[src/bb_pkg.sv]
// ----------------------------------------------------------------------------
// bb_pkg
// Types, constants and sizes shared by the 3x3 RGB box blur block.
// ----------------------------------------------------------------------------
package bb_pkg;

  localparam int MAX_WIDTH  = 1024;
  localparam int WW         = $clog2(MAX_WIDTH + 1);
  localparam int COL_W      = $clog2(MAX_WIDTH);
  localparam int ROW_W      = 16;
  localparam int RING_AW    = $clog2(2 * MAX_WIDTH + 3);
  localparam int RING_DEPTH = 2 ** RING_AW;

  localparam int Q_DEPTH = 4;
  localparam int Q_AW    = $clog2(Q_DEPTH);

  localparam int SUM_W = 12;
  localparam int NUM_W = 13;
  localparam int DEN_W = 5;
  localparam int CNT_W = 4;

  localparam int FW_W       = 11;
  localparam int FH_W       = 16;
  localparam int CFG_IDX_W  = 1;
  localparam int CFG_DATA_W = 16;

  localparam logic [CFG_IDX_W-1:0] REG_FRAME_WIDTH  = 1'b0;
  localparam logic [CFG_IDX_W-1:0] REG_FRAME_HEIGHT = 1'b1;

  localparam logic [FW_W-1:0] FRAME_WIDTH_RST  = 11'd640;
  localparam logic [FH_W-1:0] FRAME_HEIGHT_RST = 16'd480;

  localparam logic CMD_PIXEL = 1'b0;
  localparam logic CMD_DRAIN = 1'b1;

  typedef struct packed {
    logic       cmd;
    logic [7:0] in_red;
    logic [7:0] in_green;
    logic [7:0] in_blue;
  } in_beat_t;

  typedef struct packed {
    logic [7:0] out_red;
    logic [7:0] out_green;
    logic [7:0] out_blue;
    logic       frame_end;
  } out_beat_t;

  typedef struct packed {
    logic [7:0] red;
    logic [7:0] green;
    logic [7:0] blue;
  } pix_t;

  typedef struct packed {
    logic               wr;
    logic [RING_AW-1:0] wr_addr;
    pix_t               px;
    logic               emit;
    logic [RING_AW-1:0] base;
    logic               has_up;
    logic               has_down;
    logic               has_left;
    logic               has_right;
    logic               last;
  } qent_t;

  typedef struct packed {
    logic  push;
    qent_t ent;
  } qpush_t;

  typedef struct packed {
    logic full;
    logic empty;
  } qstat_t;

  typedef enum logic [2:0] {
    B_IDLE,
    B_READ,
    B_ACC,
    B_START,
    B_DIV,
    B_OUT
  } back_state_t;

endpackage

[src/bb_fifo.sv]
// ----------------------------------------------------------------------------
// bb_fifo
// Short queue of classified beats between the front and the back.
// ----------------------------------------------------------------------------
module bb_fifo (
  input  logic           clk,
  input  logic           rst_n,
  input  bb_pkg::qpush_t q_push,
  input  logic           q_pop,
  output bb_pkg::qent_t  q_head,
  output bb_pkg::qstat_t q_stat
);
  import bb_pkg::*;

  qent_t           slot_r [Q_DEPTH];
  logic [Q_AW-1:0] wp_r, wp_nxt;
  logic [Q_AW-1:0] rp_r, rp_nxt;
  logic [Q_AW:0]   cnt_r, cnt_nxt;

  always_comb begin
    wp_nxt  = wp_r;
    rp_nxt  = rp_r;
    cnt_nxt = cnt_r;
    if (q_push.push) begin
      wp_nxt = wp_r + 1'b1;
    end
    if (q_pop) begin
      rp_nxt = rp_r + 1'b1;
    end
    cnt_nxt = cnt_r + (Q_AW + 1)'(q_push.push) - (Q_AW + 1)'(q_pop);
  end

  always_ff @(posedge clk) begin
    if (!rst_n) begin
      wp_r  <= '0;
      rp_r  <= '0;
      cnt_r <= '0;
    end else begin
      wp_r  <= wp_nxt;
      rp_r  <= rp_nxt;
      cnt_r <= cnt_nxt;
    end
  end

  always_ff @(posedge clk) begin
    if (q_push.push) begin
      slot_r[wp_r] <= q_push.ent;
    end
  end

  assign q_head       = slot_r[rp_r];
  assign q_stat.full  = (cnt_r == (Q_AW + 1)'(Q_DEPTH));
  assign q_stat.empty = (cnt_r == '0);

endmodule

[config.mk]
export PLATFORM = sky130hd
export DESIGN_NAME = bb_fifo
export DESIGN_NICKNAME = d
export VERILOG_FILES = /design/src/bb_pkg.sv /design/src/bb_fifo.sv
export SDC_FILE = /design/constraint.sdc
export NUM_CORES = 1
export LEC_CHECK = 0
export BUFFER_PORTS_ARGS = -buffer_cell sky130_fd_sc_hd__buf_4
export CELL_PAD_IN_SITES_DETAIL_PLACEMENT = 1
export CELL_PAD_IN_SITES_GLOBAL_PLACEMENT = 1
export CORE_UTILIZATION = 50
export DETAILED_ROUTE_END_ITERATION = 10
export GPL_TIMING_DRIVEN = 1
export PLACE_DENSITY = 0.86
export SYNTH_ARGS = -nofsm -noshare
export SYNTH_HDL_FRONTEND = slang
export SYNTH_SLANG_ARGS = --single-unit
[constraint.sdc]
create_clock -name clk -period 3.22 [get_ports clk]
set_input_delay 0 -clock clk [delete_from_list [all_inputs] [get_ports clk]]
set_output_delay 0 -clock clk [all_outputs]
set_load 0.02 [all_outputs]
==> results by group <==
Pwr
  – Leakage: 3.75 nW
  – Power consumption: 6.85 mW
  – Max rail drop VDD: 0.340 mV
  – Power Density: 631 nW/um2

Yosys
  – Mean post-synth cell area: 25.6 um2
  – Post-synth EDFFs: 220
  – Main combinational cell family by area after synthesis: multiplexers
  – Synth Area in Simple Gates: 0.00889
  – #FFs+latches synth: 229
  – Mapped Cells: 330
  – Syn. warnings: 0
  – Asr flop ratio synth: 0
  – Xor/xnor share of the synthesized area: 0.00489
  – Synthesized-area fraction occupied by adder cells: 0.0113
  – Synth Area in Compound Gates: 0.00178
  – Netlist Area Pre-Place: 8450 um2
  – Seq/Total Area, Yosys: 0.803
  – Unique masters post-synth: 21
  – Post-Syn Nets: 396
  – Post-synthesis mux area share: 0.150
  – Ys flop type: edfxtp_1

Setup path
  – Worst path required time: 3.22 ns
  – Critical path start-end classification: reg2out
  – Crit path max fanout: 33
  – CP Launch Type: flop
  – Crit end category: output port
  – Critical path arrival: 2.39 ns

Floorplan
  – Core area: 16,500 um2
  – Initial Util: 0.511
  – Die Span X: 132 um
  – Top-Level Pins: 116
  – Full die area: 17,400 um2
  – Cell Rows: 47
  – Die Height: 132 um

Finish
  – NumNets Final: 589
  – Most frequent cells in the layout: edfxtp_1 (220), buf_4 (117), dlygate4sd3_1 (58)
  – Area used by multi-input combinational logic: 1500 um2
  – Finished layout cell area: 10,900 um2
  – Sequential cell area: 6790 um2
  – Fill count: 1,344
  – Layout cells sized above 1: 0.390
  – Most common cell after layout, fill and taps aside: edfxtp_1
  – Layout area overhead: 28.5%

Global route
  – GRT met1 Usage: 0.250
  – First-pass GRT wire length: 25,100 um
  – Vias in the first global route: 4,539
  – Initial antenna violation count: 0
  – Total gr overflow: 0
  – Largest net degree at the start of global routing: 34
  – All-Layer GR Usage: 0.192
  – Busiest grt layer: met2
  – GR Layer Usage met3: 0.0311
  – Met2 capacity usage during global routing: 0.337

Flow run
  – Max Cap Violations: 0

STA
  – Clock skew: 0.00996 ns
  – Fmax: 0.418 GHz
  – Least-Margin Pin Slew: 0.777 ns
  – Minimum clock period: 2.39 ns
  – Total negative slack: 0 ns
  – Period utilization: 0.743
  – Setup Viol. Count Final: 0
  – Slew margin rel.: 0.482
  – Final hold vios: 0
  – RSZ-0062 raised after global routing: false
  – Hold slack: 0.251 ns
  – Slew Limit Fails: 0

Clock tree
  – CTS tree: done
  – Worst-skew pair later-pin latency: 0.49 ns
  – Root Driver: clkbuf_16
  – H-Tree Depth: 1
  – Num Clock Sinks: 229
  – Reg clk slew, reported paths: 0.06 ns
  – Clock tree buffer depth: 3
  – TritonCTS buffer count: 23

Outcome
  – Outcome: complete, no violations

Routing
  – Final WL: 16,400 um
  – Drc violations: 0
  – Routed wire per std cell: 21.5 um
  – Iter 0 DRT Violations: 218
  – Drt pass-1 iters: 4
  – ANT nets after route: 0
  – DR vias/cell: 5.35
  – Vias: 4,066

Hold path
  – Hold WC Path Type: in2reg

Placed design
  – Post-DP HPWL: 9870 um
  – Placement Cell Area: 9570 um2
  – Global placement routability congestion: 0.706
  – I/O Buffers: 115
layout make-up:
cell class,count,share of cell area
well taps,220,0.0254
clock inverters,13,0.0100
diodes,1,0.000230
multi-input cells,82,0.138
clock buffers,28,0.0547
flip-flops and latches,229,0.626
inverters,7,0.00242
repair buffers,180,0.144
critical path, stage by stage, from the launching register on:
cell     delay [ns]
dfxtp_4        0.80
buf_12         0.31
mux4_1         0.60
buf_4          0.18
cell usage after synthesis (2+ instances only):
cell      number  area [um2]
and2_1         6        37.5
buf_12         5         100
buf_2          5        25.0
dfxtp_1        9         180
edfxtp_1     220        6610
ha_1           6        75.1
inv_1          7        26.3
mux4_1         5         131
mux4_2        50        1130
nor2_1         5        18.8
xnor2_1        2        17.5
final timing paths:
check | from | end | slack (ns) | cells after the start
setup / recovery | flop | q_head[53] | 0.83 | 3
hold / removal | q_push[40] | slot_r[1][40] | 0.25 | 2
setup reg to reg | wp_r[0] | slot_r[0][15] | 1.32 | 4
hold reg to reg | rp_r[0] | rp_r[1] | 0.56 | 2
sequential cells by signal (all words and copies together), names as in the netlist, named ones only:
name / count
wp_r: 2
cnt_r: 3
slot_r: 220
rp_r: 2
metrics by stage:
| step | instances | utilization | setup WS, ns |
|---|---|---|---|
| 3_3_place_gp | 660 | 0.579 | 1.30 |
| 3_5_place_dp | 660 | 0.579 | 1.29 |
| 2_1_floorplan | 330 | - | 0.955 |
| 5_1_grt | 759 | 0.657 | 0.649 |
| 6_report | 760 | 0.657 | 0.827 |
| 4_1_cts | 759 | 0.657 | 0.752 |
per-layer routing:
layer	routed length, um	vias up
met1	6670	2146
met3	721	28
met4	309	0
li1	-	1782
met2	8660	110
met5	0	-
where the power goes:
part / switching, mW / internal (mW)
combinational: 0.415 / 0.435
clock: 1.03 / 1.47
sequential: 0.0776 / 3.42
kinds of logic (layout without fill, tap and decap cells):
group | after synthesis | count (layout)
adders and majority gates | 7 | 7
DFF | 229 | 229
AOI/OAI and AO/OA | 2 | 2
muxes | 56 | 56
and+or+nand+nor | 14 | 14
buffers and inverters | 19 | 228
xor gates and xnor gates | 3 | 3
other | 0 | 1
timing repair:
action	4_1_cts	5_1_grt
gates resized for setup	0	0
endpoints found under the hold margin	229	0
hold buffers	58	0
setup buffers	0	0
(Power assumes the default switching activity.)
