<file path="src/bb_pkg.sv">
// ----------------------------------------------------------------------------
// bb_pkg
// Types, constants and sizes shared by the 3x3 RGB box blur block.
// ----------------------------------------------------------------------------
package bb_pkg;

  localparam int MAX_WIDTH  = 1024;
  localparam int WW         = $clog2(MAX_WIDTH + 1);
  localparam int COL_W      = $clog2(MAX_WIDTH);
  localparam int ROW_W      = 16;
  localparam int RING_AW    = $clog2(2 * MAX_WIDTH + 3);
  localparam int RING_DEPTH = 2 ** RING_AW;

  localparam int Q_DEPTH = 4;
  localparam int Q_AW    = $clog2(Q_DEPTH);

  localparam int SUM_W = 12;
  localparam int NUM_W = 13;
  localparam int DEN_W = 5;
  localparam int CNT_W = 4;

  localparam int FW_W       = 11;
  localparam int FH_W       = 16;
  localparam int CFG_IDX_W  = 1;
  localparam int CFG_DATA_W = 16;

  localparam logic [CFG_IDX_W-1:0] REG_FRAME_WIDTH  = 1'b0;
  localparam logic [CFG_IDX_W-1:0] REG_FRAME_HEIGHT = 1'b1;

  localparam logic [FW_W-1:0] FRAME_WIDTH_RST  = 11'd640;
  localparam logic [FH_W-1:0] FRAME_HEIGHT_RST = 16'd480;

  localparam logic CMD_PIXEL = 1'b0;
  localparam logic CMD_DRAIN = 1'b1;

  typedef struct packed {
    logic       cmd;
    logic [7:0] in_red;
    logic [7:0] in_green;
    logic [7:0] in_blue;
  } in_beat_t;

  typedef struct packed {
    logic [7:0] out_red;
    logic [7:0] out_green;
    logic [7:0] out_blue;
    logic       frame_end;
  } out_beat_t;

  typedef struct packed {
    logic [7:0] red;
    logic [7:0] green;
    logic [7:0] blue;
  } pix_t;

  typedef struct packed {
    logic               wr;
    logic [RING_AW-1:0] wr_addr;
    pix_t               px;
    logic               emit;
    logic [RING_AW-1:0] base;
    logic               has_up;
    logic               has_down;
    logic               has_left;
    logic               has_right;
    logic               last;
  } qent_t;

  typedef struct packed {
    logic  push;
    qent_t ent;
  } qpush_t;

  typedef struct packed {
    logic full;
    logic empty;
  } qstat_t;

  typedef enum logic [2:0] {
    B_IDLE,
    B_READ,
    B_ACC,
    B_START,
    B_DIV,
    B_OUT
  } back_state_t;

endpackage

</file>
<file path="src/bb_front.sv">
// ----------------------------------------------------------------------------
// bb_front
// Frame registers and raster counters; sorts each beat into store and/or
// emit work, or none, and queues it for the back when it has work.
// ----------------------------------------------------------------------------
module bb_front (
  input  logic                             clk,
  input  logic                             rst_n,
  input  logic                             in_valid,
  output logic                             in_stall,
  input  bb_pkg::in_beat_t                 in_data,
  input  logic                             cfg_we,
  input  logic [bb_pkg::CFG_IDX_W-1:0]     cfg_idx,
  input  logic [bb_pkg::CFG_DATA_W-1:0]    cfg_wdata,
  input  bb_pkg::qstat_t                   q_stat,
  output bb_pkg::qpush_t                   q_push,
  output logic [bb_pkg::WW-1:0]            w_eff
);
  import bb_pkg::*;

  logic [FW_W-1:0]    fw_r, fw_nxt;
  logic [FH_W-1:0]    fh_r, fh_nxt;
  logic [COL_W-1:0]   in_col_r, in_col_nxt;
  logic [ROW_W-1:0]   in_row_r, in_row_nxt;
  logic [COL_W-1:0]   out_col_r, out_col_nxt;
  logic [ROW_W-1:0]   out_row_r, out_row_nxt;
  logic [WW:0]        d_r, d_nxt;
  logic [RING_AW-1:0] in_ptr_r, in_ptr_nxt;
  logic [RING_AW-1:0] out_ptr_r, out_ptr_nxt;

  logic [WW-1:0]   w;
  logic [FH_W-1:0] h;
  logic            accept;
  logic            full;
  logic            wr;
  logic            emit;
  logic            last;
  logic            in_last_col;
  logic            out_last_col;
  logic            out_last_row;

  always_comb begin
    if (fw_r == '0) begin
      w = WW'(1);
    end else if (32'(fw_r) > MAX_WIDTH) begin
      w = WW'(MAX_WIDTH);
    end else begin
      w = WW'(fw_r);
    end
    h = (fh_r == '0) ? FH_W'(1) : fh_r;
  end

  assign accept       = in_valid && !q_stat.full;
  assign in_stall     = q_stat.full;
  assign full         = (in_row_r == h);
  assign wr           = !full && (in_data.cmd == CMD_PIXEL);
  assign emit         = full || (wr && (d_r > (WW + 1)'(w)));
  assign in_last_col  = (WW'(in_col_r) == w - WW'(1));
  assign out_last_col = (WW'(out_col_r) == w - WW'(1));
  assign out_last_row = (out_row_r == h - FH_W'(1));
  assign last         = emit && out_last_row && out_last_col;

  always_comb begin
    fw_nxt      = fw_r;
    fh_nxt      = fh_r;
    in_col_nxt  = in_col_r;
    in_row_nxt  = in_row_r;
    out_col_nxt = out_col_r;
    out_row_nxt = out_row_r;
    d_nxt       = d_r;
    in_ptr_nxt  = in_ptr_r;
    out_ptr_nxt = out_ptr_r;
    if (accept) begin
      if (wr) begin
        in_ptr_nxt = in_ptr_r + 1'b1;
        if (in_last_col) begin
          in_col_nxt = '0;
          in_row_nxt = in_row_r + 1'b1;
        end else begin
          in_col_nxt = in_col_r + 1'b1;
        end
      end
      if (emit) begin
        out_ptr_nxt = out_ptr_r + 1'b1;
        if (out_last_col) begin
          out_col_nxt = '0;
          out_row_nxt = out_row_r + 1'b1;
        end else begin
          out_col_nxt = out_col_r + 1'b1;
        end
      end
      d_nxt = d_r + (WW + 1)'(wr) - (WW + 1)'(emit);
    end
    // frame restart on last result or on any register write
    if ((accept && last) || cfg_we) begin
      in_col_nxt  = '0;
      in_row_nxt  = '0;
      out_col_nxt = '0;
      out_row_nxt = '0;
      d_nxt       = '0;
      in_ptr_nxt  = '0;
      out_ptr_nxt = '0;
    end
    if (cfg_we) begin
      unique case (cfg_idx)
        REG_FRAME_WIDTH:  fw_nxt = cfg_wdata[FW_W-1:0];
        REG_FRAME_HEIGHT: fh_nxt = cfg_wdata[FH_W-1:0];
        default:          fw_nxt = fw_r;
      endcase
    end
  end

  always_ff @(posedge clk) begin
    if (!rst_n) begin
      fw_r      <= FRAME_WIDTH_RST;
      fh_r      <= FRAME_HEIGHT_RST;
      in_col_r  <= '0;
      in_row_r  <= '0;
      out_col_r <= '0;
      out_row_r <= '0;
      d_r       <= '0;
      in_ptr_r  <= '0;
      out_ptr_r <= '0;
    end else begin
      fw_r      <= fw_nxt;
      fh_r      <= fh_nxt;
      in_col_r  <= in_col_nxt;
      in_row_r  <= in_row_nxt;
      out_col_r <= out_col_nxt;
      out_row_r <= out_row_nxt;
      d_r       <= d_nxt;
      in_ptr_r  <= in_ptr_nxt;
      out_ptr_r <= out_ptr_nxt;
    end
  end

  always_comb begin
    q_push.push          = accept && (wr || emit);
    q_push.ent.wr        = wr;
    q_push.ent.wr_addr   = in_ptr_r;
    q_push.ent.px.red    = in_data.in_red;
    q_push.ent.px.green  = in_data.in_green;
    q_push.ent.px.blue   = in_data.in_blue;
    q_push.ent.emit      = emit;
    q_push.ent.base      = out_ptr_r;
    q_push.ent.has_up    = (out_row_r != '0);
    q_push.ent.has_down  = !out_last_row;
    q_push.ent.has_left  = (out_col_r != '0);
    q_push.ent.has_right = !out_last_col;
    q_push.ent.last      = last;
  end

  assign w_eff = w;

endmodule

</file>
<file path="config.mk">
export PLATFORM = sky130hd
export DESIGN_NAME = bb_front
export DESIGN_NICKNAME = d
export VERILOG_FILES = /design/src/bb_pkg.sv /design/src/bb_front.sv
export SDC_FILE = /design/constraint.sdc
export NUM_CORES = 1
export LEC_CHECK = 0
export BUFFER_PORTS_ARGS = -buffer_cell sky130_fd_sc_hd__buf_2
export CELL_PAD_IN_SITES_DETAIL_PLACEMENT = 0
export CELL_PAD_IN_SITES_GLOBAL_PLACEMENT = 1
export CORE_MARGIN = 2
export CORE_UTILIZATION = 46
export DETAILED_ROUTE_END_ITERATION = 10
export GPL_TIMING_DRIVEN = 0
export PLACE_DENSITY_LB_ADDON = 0.3
export SYNTH_ARGS = -nofsm -noshare
export SYNTH_HDL_FRONTEND = slang
export SYNTH_SLANG_ARGS = --single-unit
</file>
<file path="constraint.sdc">
create_clock -name clk -period 12.2 [get_ports clk]
set_input_delay 1.22 -clock clk [delete_from_list [all_inputs] [get_ports clk]]
set_output_delay 1.22 -clock clk [all_outputs]
set_load 0.02 [all_outputs]
</file>
==> metrics.csv, run 1 <==
stage;metric;value;unit
yosys;ys_seq_area_share;30.27;%
final_layout;area_growth_syn_to_layout;16.91;%
setup_path;worstSetupStartpointType;register;
global_route;grt_pass1_vias;6412;
sta;fin_ws;5826;ps
setup_path;critPathBufInv;9;
setup_path;r2r_setup_slack;7020;ps
route;antenna_left;0;
sta;post-route-period-util;52.25;%
yosys;ys.flop_type;dfxtp_1;
setup_path;required;10980;ps
yosys;syn_area_per_cell;7.915;µm²
pwr;power_leakage;3.631;nW
clock_tree;cts_tree;built;
clock_tree;cts_buffer_depth;2;
setup_path;cp.depth;20;
sta;fin_crit;6374;ps
floorplan;num_rows;47;
placed_design;gp_congestion;0.8907;
floorplan;initial_core_util;46.53;%
setup_path;r2r-end;d_r[10];
final_layout;final_cells;1302;
clock_tree;cts_max_level;4;
setup_path;path_class;register to output pin;
sta;rsz0062_at_grt;no;
route;drc_errors;0;
setup_path;crit_slowest_cell;nor4_1;
yosys;async_flop_share;0;%
floorplan;io_pins;116;
floorplan;fp.dieArea;17580;µm²
global_route;grt_overflow;0;
pwr;ir_worst_vdd;0.09657;mV
route;dr.pass1.iters;5;
final_layout;fillCellCount;1652;
final_layout;final_common_cell;dfxtp_1;
route;totalWireLength;19.52;mm
setup_path;path_cells;buf_2 > or4_1 > buf_2 > nor4_1 > o21a_1 > inv_1 > ha_1 > clkbuf_1 > clkbuf_1 > nor3_1 > a21o_1 > a32oi_1 > a211oi_1 > nand4_1 > nor4_1 > buf_2 > buf_2 > and3_1 > buf_4 > buf_2;
yosys;ys_seq_elements;115;
clock_tree;clk_pin_slew;60;ps
route;vias_per_cell;5.364;
clock_tree;cts.repair.resized;0;
final_layout;finalNetCount;1150;
route;drt_iter0_markers;469;
final_layout;final_cell_mix;dfxtp_1 (115), nand2_1 (110), nor2_1 (102);
route;routedWlPerCell;14.99;µm
placed_design;dp_hpwl;14.86;mm
sta;finClkSkew;8.164;ps
setup_path;cp-startpoint;fw_r[6];
setup_path;reg2reg_depth;21;
setup_path;cp_common_cell;buf_2;
run;max_cap_viol_count;0;
floorplan;core;16350;µm²
sta;holdWs;495.1;ps
clock_tree;postCtsSetupBuffers;0;
floorplan;die-width;132.6;µm
final_layout;drive_gt1_share;17.19;%
clock_tree;clkSinkCount;115;
placed_design;place_inst;1270;
clock_tree;clk_latency;420;ps
global_route;antenna_found_initial;0;
floorplan;die_y;132.6;µm
yosys;synth_fp_nets;1042;
setup_path;critical_path.max_fanout;10;
global_route;grt_util_all_layers;22.56;%
run_status;status;complete, no violations;
clock_tree;cts-root-buf;clkbuf_16;
sta;max_freq;0.1569;GHz
sta;hold_viol;0;
placed_design;pre_cts_ws;6326;ps
yosys;yosysUniqueCellTypes;73;
clock_tree;cts_buffers;17;
global_route;grt_first_pass_wirelength;32.21;mm
min_path;hp-class;register to register;
final_layout;fin_area;8892;µm²
final_layout;antenna_cells;0;
sta;slew_headroom;48.73;%
sta;drv_slew;0;
yosys;synth_edf_count;0;
setup_path;worst_path_largest_cell_delay;530;ps
setup_path;r2r-start;fw_r[6];
setup_path;cp-endpoint;q_push[0];
placed_design;port_buffers;89;
sta;worst_slew_pin_slew;763.9;ps
sta;tns;0;ps
clock_tree;hold_buffers;0;
yosys;syn_inst;961;
route;routed-via-count;6984;
pwr;p_per_area;112.1;nW/µm²
setup_path;arrival;5150;ps
placed_design;place_area;8327;µm²
yosys;ys.warnings.count;0;
yosys;syn_area;7606;µm²
sta;setup_viol;0;
setup_path;cp_top_family;buffers and inverters;
global_route;grt_max_degree;17;
setup_path;endpoint_kind;output pin;
[worst min-delay path, stage by stage, from the launching register on]
cell and delay (ps):
dfxtp_1 320, o31ai_1 70, a21oi_1 60
[power breakdown]
group / switching, mW / total (mW) / leakage, nW / internal (mW)
combinational: 0.0810 / 0.136 / 2.43 / 0.0552
clock: 0.183 / 0.474 / 0.266 / 0.291
sequential: 0.00554 / 0.387 / 0.930 / 0.381
total: 0.270 / 0.997 / 3.63 / 0.727
[logic make-up after synthesis]
family / after synthesis / synth area share (%)
AOI/OAI and AO/OA: 149 / 13.62
muxes: 12 / 1.612
xor gates and xnor gates: 108 / 12.44
adders and majority gates: 33 / 5.527
DFF: 115 / 30.27
and+or+nand+nor: 416 / 27.97
buffers and inverters: 128 / 8.570
[registers in the layout, indices dropped and copies added, names as in the netlist]
signal	count
in_col_r	10
d_r	12
out_col_r	10
fh_r	16
in_ptr_r	12
out_row_r	16
fw_r	11
out_ptr_r	12
in_row_r	16
[cell type report]
type	instances	area [µm²]	area share (%)
multi-input combinational	718	4652	52.31
sequential	115	2302	25.89
tap	220	275.3	3.096
clock inverter	11	105.1	1.182
inverter	44	165.2	1.857
buffer	84	486.7	5.473
clock buffer	21	460.4	5.178
timing repair buffer	89	445.4	5.009
[Yosys cell counts (4+ instances only)]
cell type	instances	share of area, %
and2_1	5	0.41
a21boi_0	26	2.6
nor3b_1	5	0.49
nand3_1	44	2.9
a21oi_1	36	2.4
nand2b_1	6	0.49
nor2_1	102	5.0
xnor2_1	50	5.8
a21o_1	7	0.69
dfxtp_1	115	30
or4_1	4	0.39
nand2_1	110	5.4
buf_2	11	0.72
nor3_1	15	0.99
inv_1	43	2.1
a211oi_1	6	0.59
nor4_1	17	1.4
buf_6	7	1.0
nor2b_1	11	0.90
a31oi_1	5	0.41
clkbuf_1	36	1.8
ha_1	32	5.3
buf_4	28	2.8
xor2_1	58	6.7
or3_1	9	0.74
nand4_1	28	2.3
o21ai_0	21	1.4
and4_1	6	0.69
mux2i_1	10	1.3
and3_1	30	2.5
[per-layer routing]
metal,share of wire (%),up-vias,global-route usage [%]
li1,-,3529,-
met1,47,3229,30.14
met2,46,189,35.81
met3,5.4,37,4.176
met4,2.4,0,9.498
met5,0,-,0
[worst min-delay path by stage]
stage                   from            end  slack, ps  cells after the start
6_report       out_ptr_r[11]  out_ptr_r[11]        500                      2
5_1_grt         out_ptr_r[7]   out_ptr_r[7]        520                      2
4_1_cts        out_ptr_r[11]  out_ptr_r[11]        490                      2
3_5_place_dp          d_r[0]         d_r[0]        480                      2
3_3_place_gp   out_ptr_r[11]  out_ptr_r[11]        460                      2
2_1_floorplan         d_r[0]         d_r[0]        450                      2
[per-stage QoR]
| stage | util [%] | power, mW |
|---|---|---|
| finish | 54.39 | 0.9971 |
| global route | 54.39 | 1.039 |
| CTS | 54.39 | 1.007 |
| detailed placement | 50.93 | 0.5302 |
| global placement | 50.93 | 0.5302 |
| floorplan | - | 0.4948 |
Power figures use the tool's default switching activity.
==> run 2, diff against run 1 <==
--- a/config.mk
+++ b/config.mk
@@ -5,11 +5,12 @@
 export SDC_FILE = /design/constraint.sdc
 export NUM_CORES = 1
 export LEC_CHECK = 0
+export ABC_AREA = 1
 export BUFFER_PORTS_ARGS = -buffer_cell sky130_fd_sc_hd__buf_2
 export CELL_PAD_IN_SITES_DETAIL_PLACEMENT = 0
 export CELL_PAD_IN_SITES_GLOBAL_PLACEMENT = 1
 export CORE_MARGIN = 2
-export CORE_UTILIZATION = 46
+export CORE_UTILIZATION = 41
 export DETAILED_ROUTE_END_ITERATION = 10
 export GPL_TIMING_DRIVEN = 0
 export PLACE_DENSITY_LB_ADDON = 0.3
==> constraint.sdc (replaced) <==
create_clock -name clk -period 6 [get_ports clk]
set_input_delay 0.6 -clock clk [delete_from_list [all_inputs] [get_ports clk]]
set_output_delay 0.6 -clock clk [all_outputs]
set_load 0.02 [all_outputs]
==> metrics.csv, run 2 <==
stage;metric;value;unit;change
clock_tree;cts_tree;built;;unchanged
setup_path;critical_path.max_fanout;7;;was 10
global_route;grt_util_met3;3.699;%;was 4.176%
global_route;met2_usage;38.93;%;was 35.81%
yosys;yosysMostFrequentCell;nand2_1;;was dfxtp_1
clock_tree;postCtsSetupBuffers;0;;unchanged
sta;fin_crit;4442;ps;
sta;max_freq;0.2251;GHz;
placed_design;port_buffers;89;;unchanged
global_route;grt_first_pass_wirelength;38.64;mm;was 32.21 mm
final_layout;largest_registers;fh_r (16), in_row_r (16), out_row_r (16);;unchanged
yosys;ys.flop_type;dfxtp_1;;unchanged
sta;tns;0;ps;unchanged
final_layout;area_growth_syn_to_layout;16.13;%;was 16.91%
floorplan;die_y;145.5;µm;was 132.6 µm
clock_tree;cts_buffers;17;;unchanged
yosys;syn_area;8213;µm²;was 7606 µm²
sta;rsz0062_at_grt;no;;unchanged
clock_tree;cts-root-buf;clkbuf_16;;unchanged
run_status;status;complete, no violations;;unchanged
clock_tree;clk_latency;430;ps;was 420 ps
floorplan;num_rows;51;;was 47
clock_tree;hold_buffers;0;;unchanged
route;dr.pass1.iters;5;;unchanged
run;max_cap_viol_count;0;;unchanged
setup_path;path_class;register to output pin;;unchanged
yosys;synth_fp_nets;1373;;was 1042
placed_design;dp_hpwl;18.75;mm;was 14.86 mm
sta;drv_slew;0;;unchanged
placed_design;gp_congestion;0.9537;;was 0.8907
yosys;ys_seq_elements;115;;unchanged
setup_path;required;5400;ps;was 10980 ps
floorplan;fp.dieArea;21180;µm²;was 17580 µm²
floorplan;io_pins;116;;unchanged
sta;finClkSkew;10.72;ps;was 8.164 ps
sta;fin_ws;1558;ps;was 5826 ps
global_route;grt_overflow;0;;unchanged
yosys;async_flop_share;0;%;unchanged
sta;slew_headroom;35.72;%;was 48.73%
route;routedWlPerCell;14.36;µm;was 14.99 µm
setup_path;crit_slowest_cell;nor2_1;;was nor4_1
clock_tree;clkSinkCount;115;;unchanged
global_route;use_met1;29.69;%;was 30.14%
final_layout;drive_gt1_share;13.16;%;was 17.19%
setup_path;worstSetupStartpointType;register;;unchanged
route;totalWireLength;24.09;mm;was 19.52 mm
sta;hold_viol;0;;unchanged
route;drc_errors;0;;unchanged
pwr;ir_worst_vdd;0.2079;mV;was 0.09657 mV
yosys;ys.warnings.count;0;;unchanged
yosys;synthTopCellsByCount;nand2_1 (317), nor2_1 (197), inv_1 (172);;was dfxtp_1 (115), nand2_1 (110), nor2_1 (102)
setup_path;path_cells;buf_2 > nor2_2 > nand2_1 > nor2_1 > nand2_1 > nand2_2 > inv_1 > ha_1 > nand2_1 > nor2_1 > nand2_1 > nand2_1 > a21oi_1 > nor2_1 > nand3_1 > nor2_1 > nand3_1 > nor2_1 > nand3_1 > nor3_1 > buf_4 > buf_2;;was buf_2 > or4_1 > buf_2 > nor4_1 > o21a_1 > inv_1 > ha_1 > clkbuf_1 > clkbuf_1 > nor3_1 > a21o_1 > a32oi_1 > a211oi_1 > nand4_1 > nor4_1 > buf_2 > buf_2 > and3_1 > buf_4 > buf_2
clock_tree;cts.repair.resized;0;;unchanged
pwr;power_leakage;4.636;nW;was 3.631 nW
route;drt_iter0_markers;535;;was 469
sta;post-route-period-util;74.04;%;
yosys;post-synth-top-area-cell;dfxtp_1;;unchanged
clock_tree;clk_pin_slew;50;ps;was 60 ps
yosys;synth_edf_count;0;;unchanged
route;routed-via-count;8325;;was 6984
placed_design;pre_cts_ws;1918;ps;was 6326 ps
setup_path;arrival;3840;ps;was 5150 ps
final_layout;antenna_cells;0;;unchanged
final_layout;finalNetCount;1481;;was 1150
global_route;grt_busiest_layer;met2;;unchanged
final_layout;final_common_cell;nand2_1;;was dfxtp_1
setup_path;endpoint_kind;output pin;;unchanged
global_route;grt_max_degree;17;;unchanged
route;antenna_left;0;;unchanged
yosys;syn_area_per_cell;6.357;µm²;was 7.915 µm²
clock_tree;cts_buffer_depth;2;;unchanged
yosys;yosysUniqueCellTypes;45;;was 73
global_route;antenna_found_initial;0;;unchanged
floorplan;initial_core_util;41.92;%;was 46.53%
sta;setup_viol;0;;unchanged
yosys;syn_inst;1292;;was 961
global_route;grt_pass1_vias;7651;;was 6412
yosys;yosys.area.top_type_share;28.03;%;was 30.27%
pwr;p_per_area;235.3;nW/µm²;was 112.1 nW/µm²
final_layout;final_cell_mix;nand2_1 (317), nor2_1 (197), inv_1 (172);;was dfxtp_1 (115), nand2_1 (110), nor2_1 (102)
yosys;ys_seq_area_share;28.03;%;was 30.27%
clock_tree;cts_max_level;4;;unchanged
global_route;grt_util_all_layers;22.78;%;was 22.56%
sta;worst_slew_pin_slew;960.6;ps;was 763.9 ps
yosys;synth_area_leaders;dfxtp_1 (28%), nand2_1 (14%), nor2_1 (9.0%);;was dfxtp_1 (30%), xor2_1 (6.7%), xnor2_1 (5.8%)
setup_path;worst_path_largest_cell_delay;340;ps;was 530 ps
route;vias_per_cell;4.961;;was 5.364
floorplan;die-width;145.5;µm;was 132.6 µm
min_path;hp-class;input port to register;;was register to register
floorplan;core;19590;µm²;was 16350 µm²
==> run 2: final cells by class <==
cell class	count	area, µm²
plain buffers	60	381.6
clock buffers	22	464.2
clock inverters	10	83.83
fillers	2116	10050
inverters	177	666.9
multi-input cells	940	4862
flip-flops and latches	115	2302
well taps	265	331.6
repair buffers	89	445.4
==> run 2: per-stage QoR <==
stage	power, mW	instance area, µm²	util, %	std cells	hold slack (ps)
after global placement	1.302	8990	45.89	1646	464.4
after global routing	2.363	9538	48.69	1678	422.7
after CTS	2.259	9538	48.69	1678	404.3
after detailed placement	1.303	8990	45.89	1646	470.8
final	2.244	9538	48.69	1678	414.9
after floorplan	1.180	8213	-	1292	444.5
==> run 2: final timing paths <==
path | from | to | slack [ps] | depth (start not counted)
setup / recovery | fh_r[8] | q_push[0] | 1560 | 22
hold reg to reg | fw_r[0] | fw_r[0] | 480 | 2
hold / removal | cfg_wdata[8] | fh_r[8] | 410 | 3
setup reg to reg | fw_r[3] | d_r[11] | 1910 | 25
==> run 2: kinds of logic (layout without fill, tap and decap cells) <==
logic type,count (synthesis),after routing,synth area share (%)
and+or+nand+nor,730,730,38.60
adders and majority gates,33,33,5.119
buffers and inverters,237,358,12.77
xor gates and xnor gates,71,71,8.074
AOI/OAI and AO/OA,106,106,7.404
DFF,115,115,28.03
==> run 2: routing by layer <==
metal / up-vias / routed length, µm
met1: 3749 / 11240
met2: 203 / 11300
met5: - / 0
li1: 4345 / -
met4: 0 / 393
met3: 28 / 1153
==> run 2: critical path, delay by kind of cell, from the launching register on <==
family / cells / cell delay (ps)
AOI/OAI and AO/OA: 1 / 60
adders and majority gates: 1 / 230
DFF: 1 / 300
buffers and inverters: 4 / 610
and+or+nand+nor: 16 / 2210
==> run 2: power by group <==
part	internal [mW]	total [mW]	switching, mW
clock network	0.586	0.953	0.367
logic	0.172	0.473	0.301
registers	0.787	0.818	0.0306
==> run 3, diff against run 2 <==
--- a/config.mk
+++ b/config.mk
@@ -10,7 +10,7 @@
 export CELL_PAD_IN_SITES_DETAIL_PLACEMENT = 0
 export CELL_PAD_IN_SITES_GLOBAL_PLACEMENT = 1
 export CORE_MARGIN = 2
-export CORE_UTILIZATION = 41
+export CORE_UTILIZATION = 37
 export DETAILED_ROUTE_END_ITERATION = 10
 export GPL_TIMING_DRIVEN = 0
 export PLACE_DENSITY_LB_ADDON = 0.3
==> constraint.sdc (replaced) <==
create_clock -name clk -period 3.6 [get_ports clk]
set_input_delay 0.36 -clock clk [delete_from_list [all_inputs] [get_ports clk]]
set_output_delay 0.36 -clock clk [all_outputs]
set_load 0.02 [all_outputs]
==> metrics.csv, run 3 (synthesis gave the netlist of run 2 again) <==
stage;metric;value;unit;change
run_status;status;finished with violations;;was complete, no violations
run_status;violations;negative setup slack;;
sta;hold_viol;0;;unchanged
global_route;antenna_found_initial;0;;unchanged
setup_path;critical_path.max_fanout;7;;unchanged
route;totalWireLength;25.44;mm;was 24.09 mm
min_path;hp-class;input port to register;;unchanged
global_route;grt_first_pass_wirelength;40.55;mm;was 38.64 mm
route;dr.pass1.iters;5;;unchanged
clock_tree;cts_max_level;4;;unchanged
global_route;grt_busiest_layer;met2;;unchanged
pwr;power_frac_seq;32.5;%;was 36.4%
route;drc_errors;0;;unchanged
global_route;grt_util_met3;3.629;%;was 3.699%
final_layout;finalNetCount;1517;;was 1481
sta;slew_headroom;38.03;%;was 35.72%
sta;post-route-period-util;100.5;%;
route;vias_per_cell;4.938;;was 4.961
sta;drv_slew;0;;unchanged
setup_path;worstSetupStartpointType;register;;unchanged
sta;rsz0062_at_grt;yes;;was no
clock_tree;cts_buffers;17;;unchanged
placed_design;place_inst;1661;;was 1646
placed_design;pre_cts_ws;-493.4;ps;was 1918 ps
pwr;p_int;2.927;mW;was 1.545 mW
clock_tree;clk_latency;420;ps;was 430 ps
pwr;combinationalPowerShare;22.4;%;was 21.1%
floorplan;io_pins;116;;unchanged
sta;finClkSkew;10.31;ps;was 10.72 ps
placed_design;gp_congestion;0.9623;;was 0.9537
floorplan;fp.dieArea;23400;µm²;was 21180 µm²
sta;worst_slew_pin_slew;926.1;ps;was 960.6 ps
pwr;p_sw;1.277;mW;was 0.6988 mW
setup_path;path_class;register to register;;was register to output pin
final_layout;final_cells;1729;;was 1678
pwr;clkPwrFrac;45.1;%;was 42.5%
floorplan;num_rows;54;;was 51
sta;setup_viol;1;;was 0
run;max_cap_viol_count;0;;unchanged
global_route;grt_util_all_layers;21.56;%;was 22.78%
sta;max_freq;0.2763;GHz;
clock_tree;hold_buffers;0;;unchanged
placed_design;dp_hpwl;19.37;mm;was 18.75 mm
global_route;grt_overflow;0;;unchanged
final_layout;post-route-util;47.65;%;was 48.69%
final_layout;fillCellCount;2275;;was 2116
floorplan;die-width;153.0;µm;was 145.5 µm
global_route;grt_max_degree;17;;unchanged
global_route;met2_usage;36.96;%;was 38.93%
clock_tree;cts-root-buf;clkbuf_16;;unchanged
sta;fin_ws;-19.50;ps;was 1558 ps
clock_tree;clk_pin_slew;60;ps;was 50 ps
final_layout;multiInputGateArea;5239;µm²;was 4862 µm²
pwr;power.total;4.204;mW;was 2.244 mW
final_layout;final_cell_mix;nand2_1 (301), nor2_1 (185), inv_1 (170);;was nand2_1 (317), nor2_1 (197), inv_1 (172)
clock_tree;cts_tree;built;;unchanged
sta;fin_crit;3620;ps;
final_layout;antenna_cells;0;;unchanged
global_route;use_met1;27.71;%;was 29.69%
route;routedWlPerCell;14.72;µm;was 14.36 µm
setup_path;required;3960;ps;was 5400 ps
final_layout;area_growth_syn_to_layout;26.61;%;was 16.13%
clock_tree;clkSinkCount;115;;unchanged
route;drt_iter0_markers;433;;was 535
setup_path;endpoint_kind;register;;was output pin
setup_path;r2r_setup_slack;-20;ps;was 1910 ps
final_layout;seq_area;2359;µm²;was 2302 µm²
placed_design;port_buffers;89;;unchanged
pwr;ir_worst_vdd;0.3172;mV;was 0.2079 mV
final_layout;drive_gt1_share;20.63;%;was 13.16%
pwr;p_per_area;404.3;nW/µm²;was 235.3 nW/µm²
setup_path;arrival;3980;ps;was 3840 ps
floorplan;core;21820;µm²;was 19590 µm²
floorplan;die_y;153.0;µm;was 145.5 µm
final_layout;largest_registers;fh_r (16), in_row_r (16), out_row_r (16);;unchanged
final_layout;final_common_cell;nand2_1;;unchanged
pwr;power_leakage;4.933;nW;was 4.636 nW
clock_tree;cts_buffer_depth;2;;unchanged
pwr;swShare;30.37;%;was 31.14%
floorplan;initial_core_util;37.63;%;was 41.92%
route;antenna_left;0;;unchanged
route;routed-via-count;8538;;was 8325
global_route;grt_pass1_vias;7999;;was 7651
[run 3: cell types whose count changed in the layout (fill, tap and decap cells not counted), moves of 8 or more]
| cell | delta |
|---|---|
| buf_4 | +34 |
| dfxtp_1 | -21 |
| dfxtp_2 | +9 |
| dfxtp_4 | +12 |
| ha_1 | -8 |
| nand2_1 | -16 |
| nor2_1 | -12 |
| nor2_4 | +9 |
[run 3: power groups by stage]
stage	clock [mW]	sequential (mW)	combinational, mW
finish	1.90	1.37	0.942
global route	1.98	1.37	1.06
CTS	1.93	1.37	0.840
detailed placement	0	1.39	0.787
global placement	0	1.39	0.782
floorplan	0	1.37	0.595
[run 3: metal layers]
layer,routed length [µm],up-vias
met5,0,-
met4,468,0
met3,1010,35
met2,12190,186
met1,11780,3893
li1,-,4424
[run 3: final cells by class]
cell class	count	share of cell area (%)
clock inverters	12	1.961
inverters	177	6.437
clock buffers	20	4.296
plain buffers	60	3.898
repair buffers	125	6.979
flip-flops and latches	115	22.68
multi-input cells	940	50.38
well taps	280	3.369
[run 3: worst max-delay path, stage by stage, from the launching register on]
cell	delay (ps)
dfxtp_4	350
nor2_4	140
nand3_4	100
o21bai_4	230
buf_12	200
nand2_8	70
ha_4	270
nand2_4	60
o21a_1	170
o211ai_1	290
a31oi_1	150
ha_2	210
fa_2	430
a21oi_2	190
nor2_2	50
nor2_1	110
o21bai_1	100
a21oi_1	140
o21ai_1	80
o21ai_1	70
inv_1	50
nor2_1	70
[run 3: worst paths after layout]
kind                      from  cells past startpoint       to
setup / recovery       fw_r[4]                     21   d_r[8]
hold / removal    cfg_wdata[8]                      3  fh_r[8]
setup reg to reg       fw_r[4]                     21   d_r[8]
hold reg to reg        fw_r[7]                      2  fw_r[7]
[run 3: through the flow]
step	area [µm²]	TNS, ps	hold slack, ps
floorplan	8213	0	444.5
global placement	9009	-19530	460.1
detailed placement	9009	-18520	469.8
CTS	9915	0	159.2
global route	10400	-848.8	193.9
finish	10400	-19.50	171.6
[run 3: timing repair]
item | in CTS | in global routing
setup endpoints to repair | 85 | 85
buffers inserted | 9 | 27
pin swaps | 14 | 37
gates resized for setup | 52 | 78
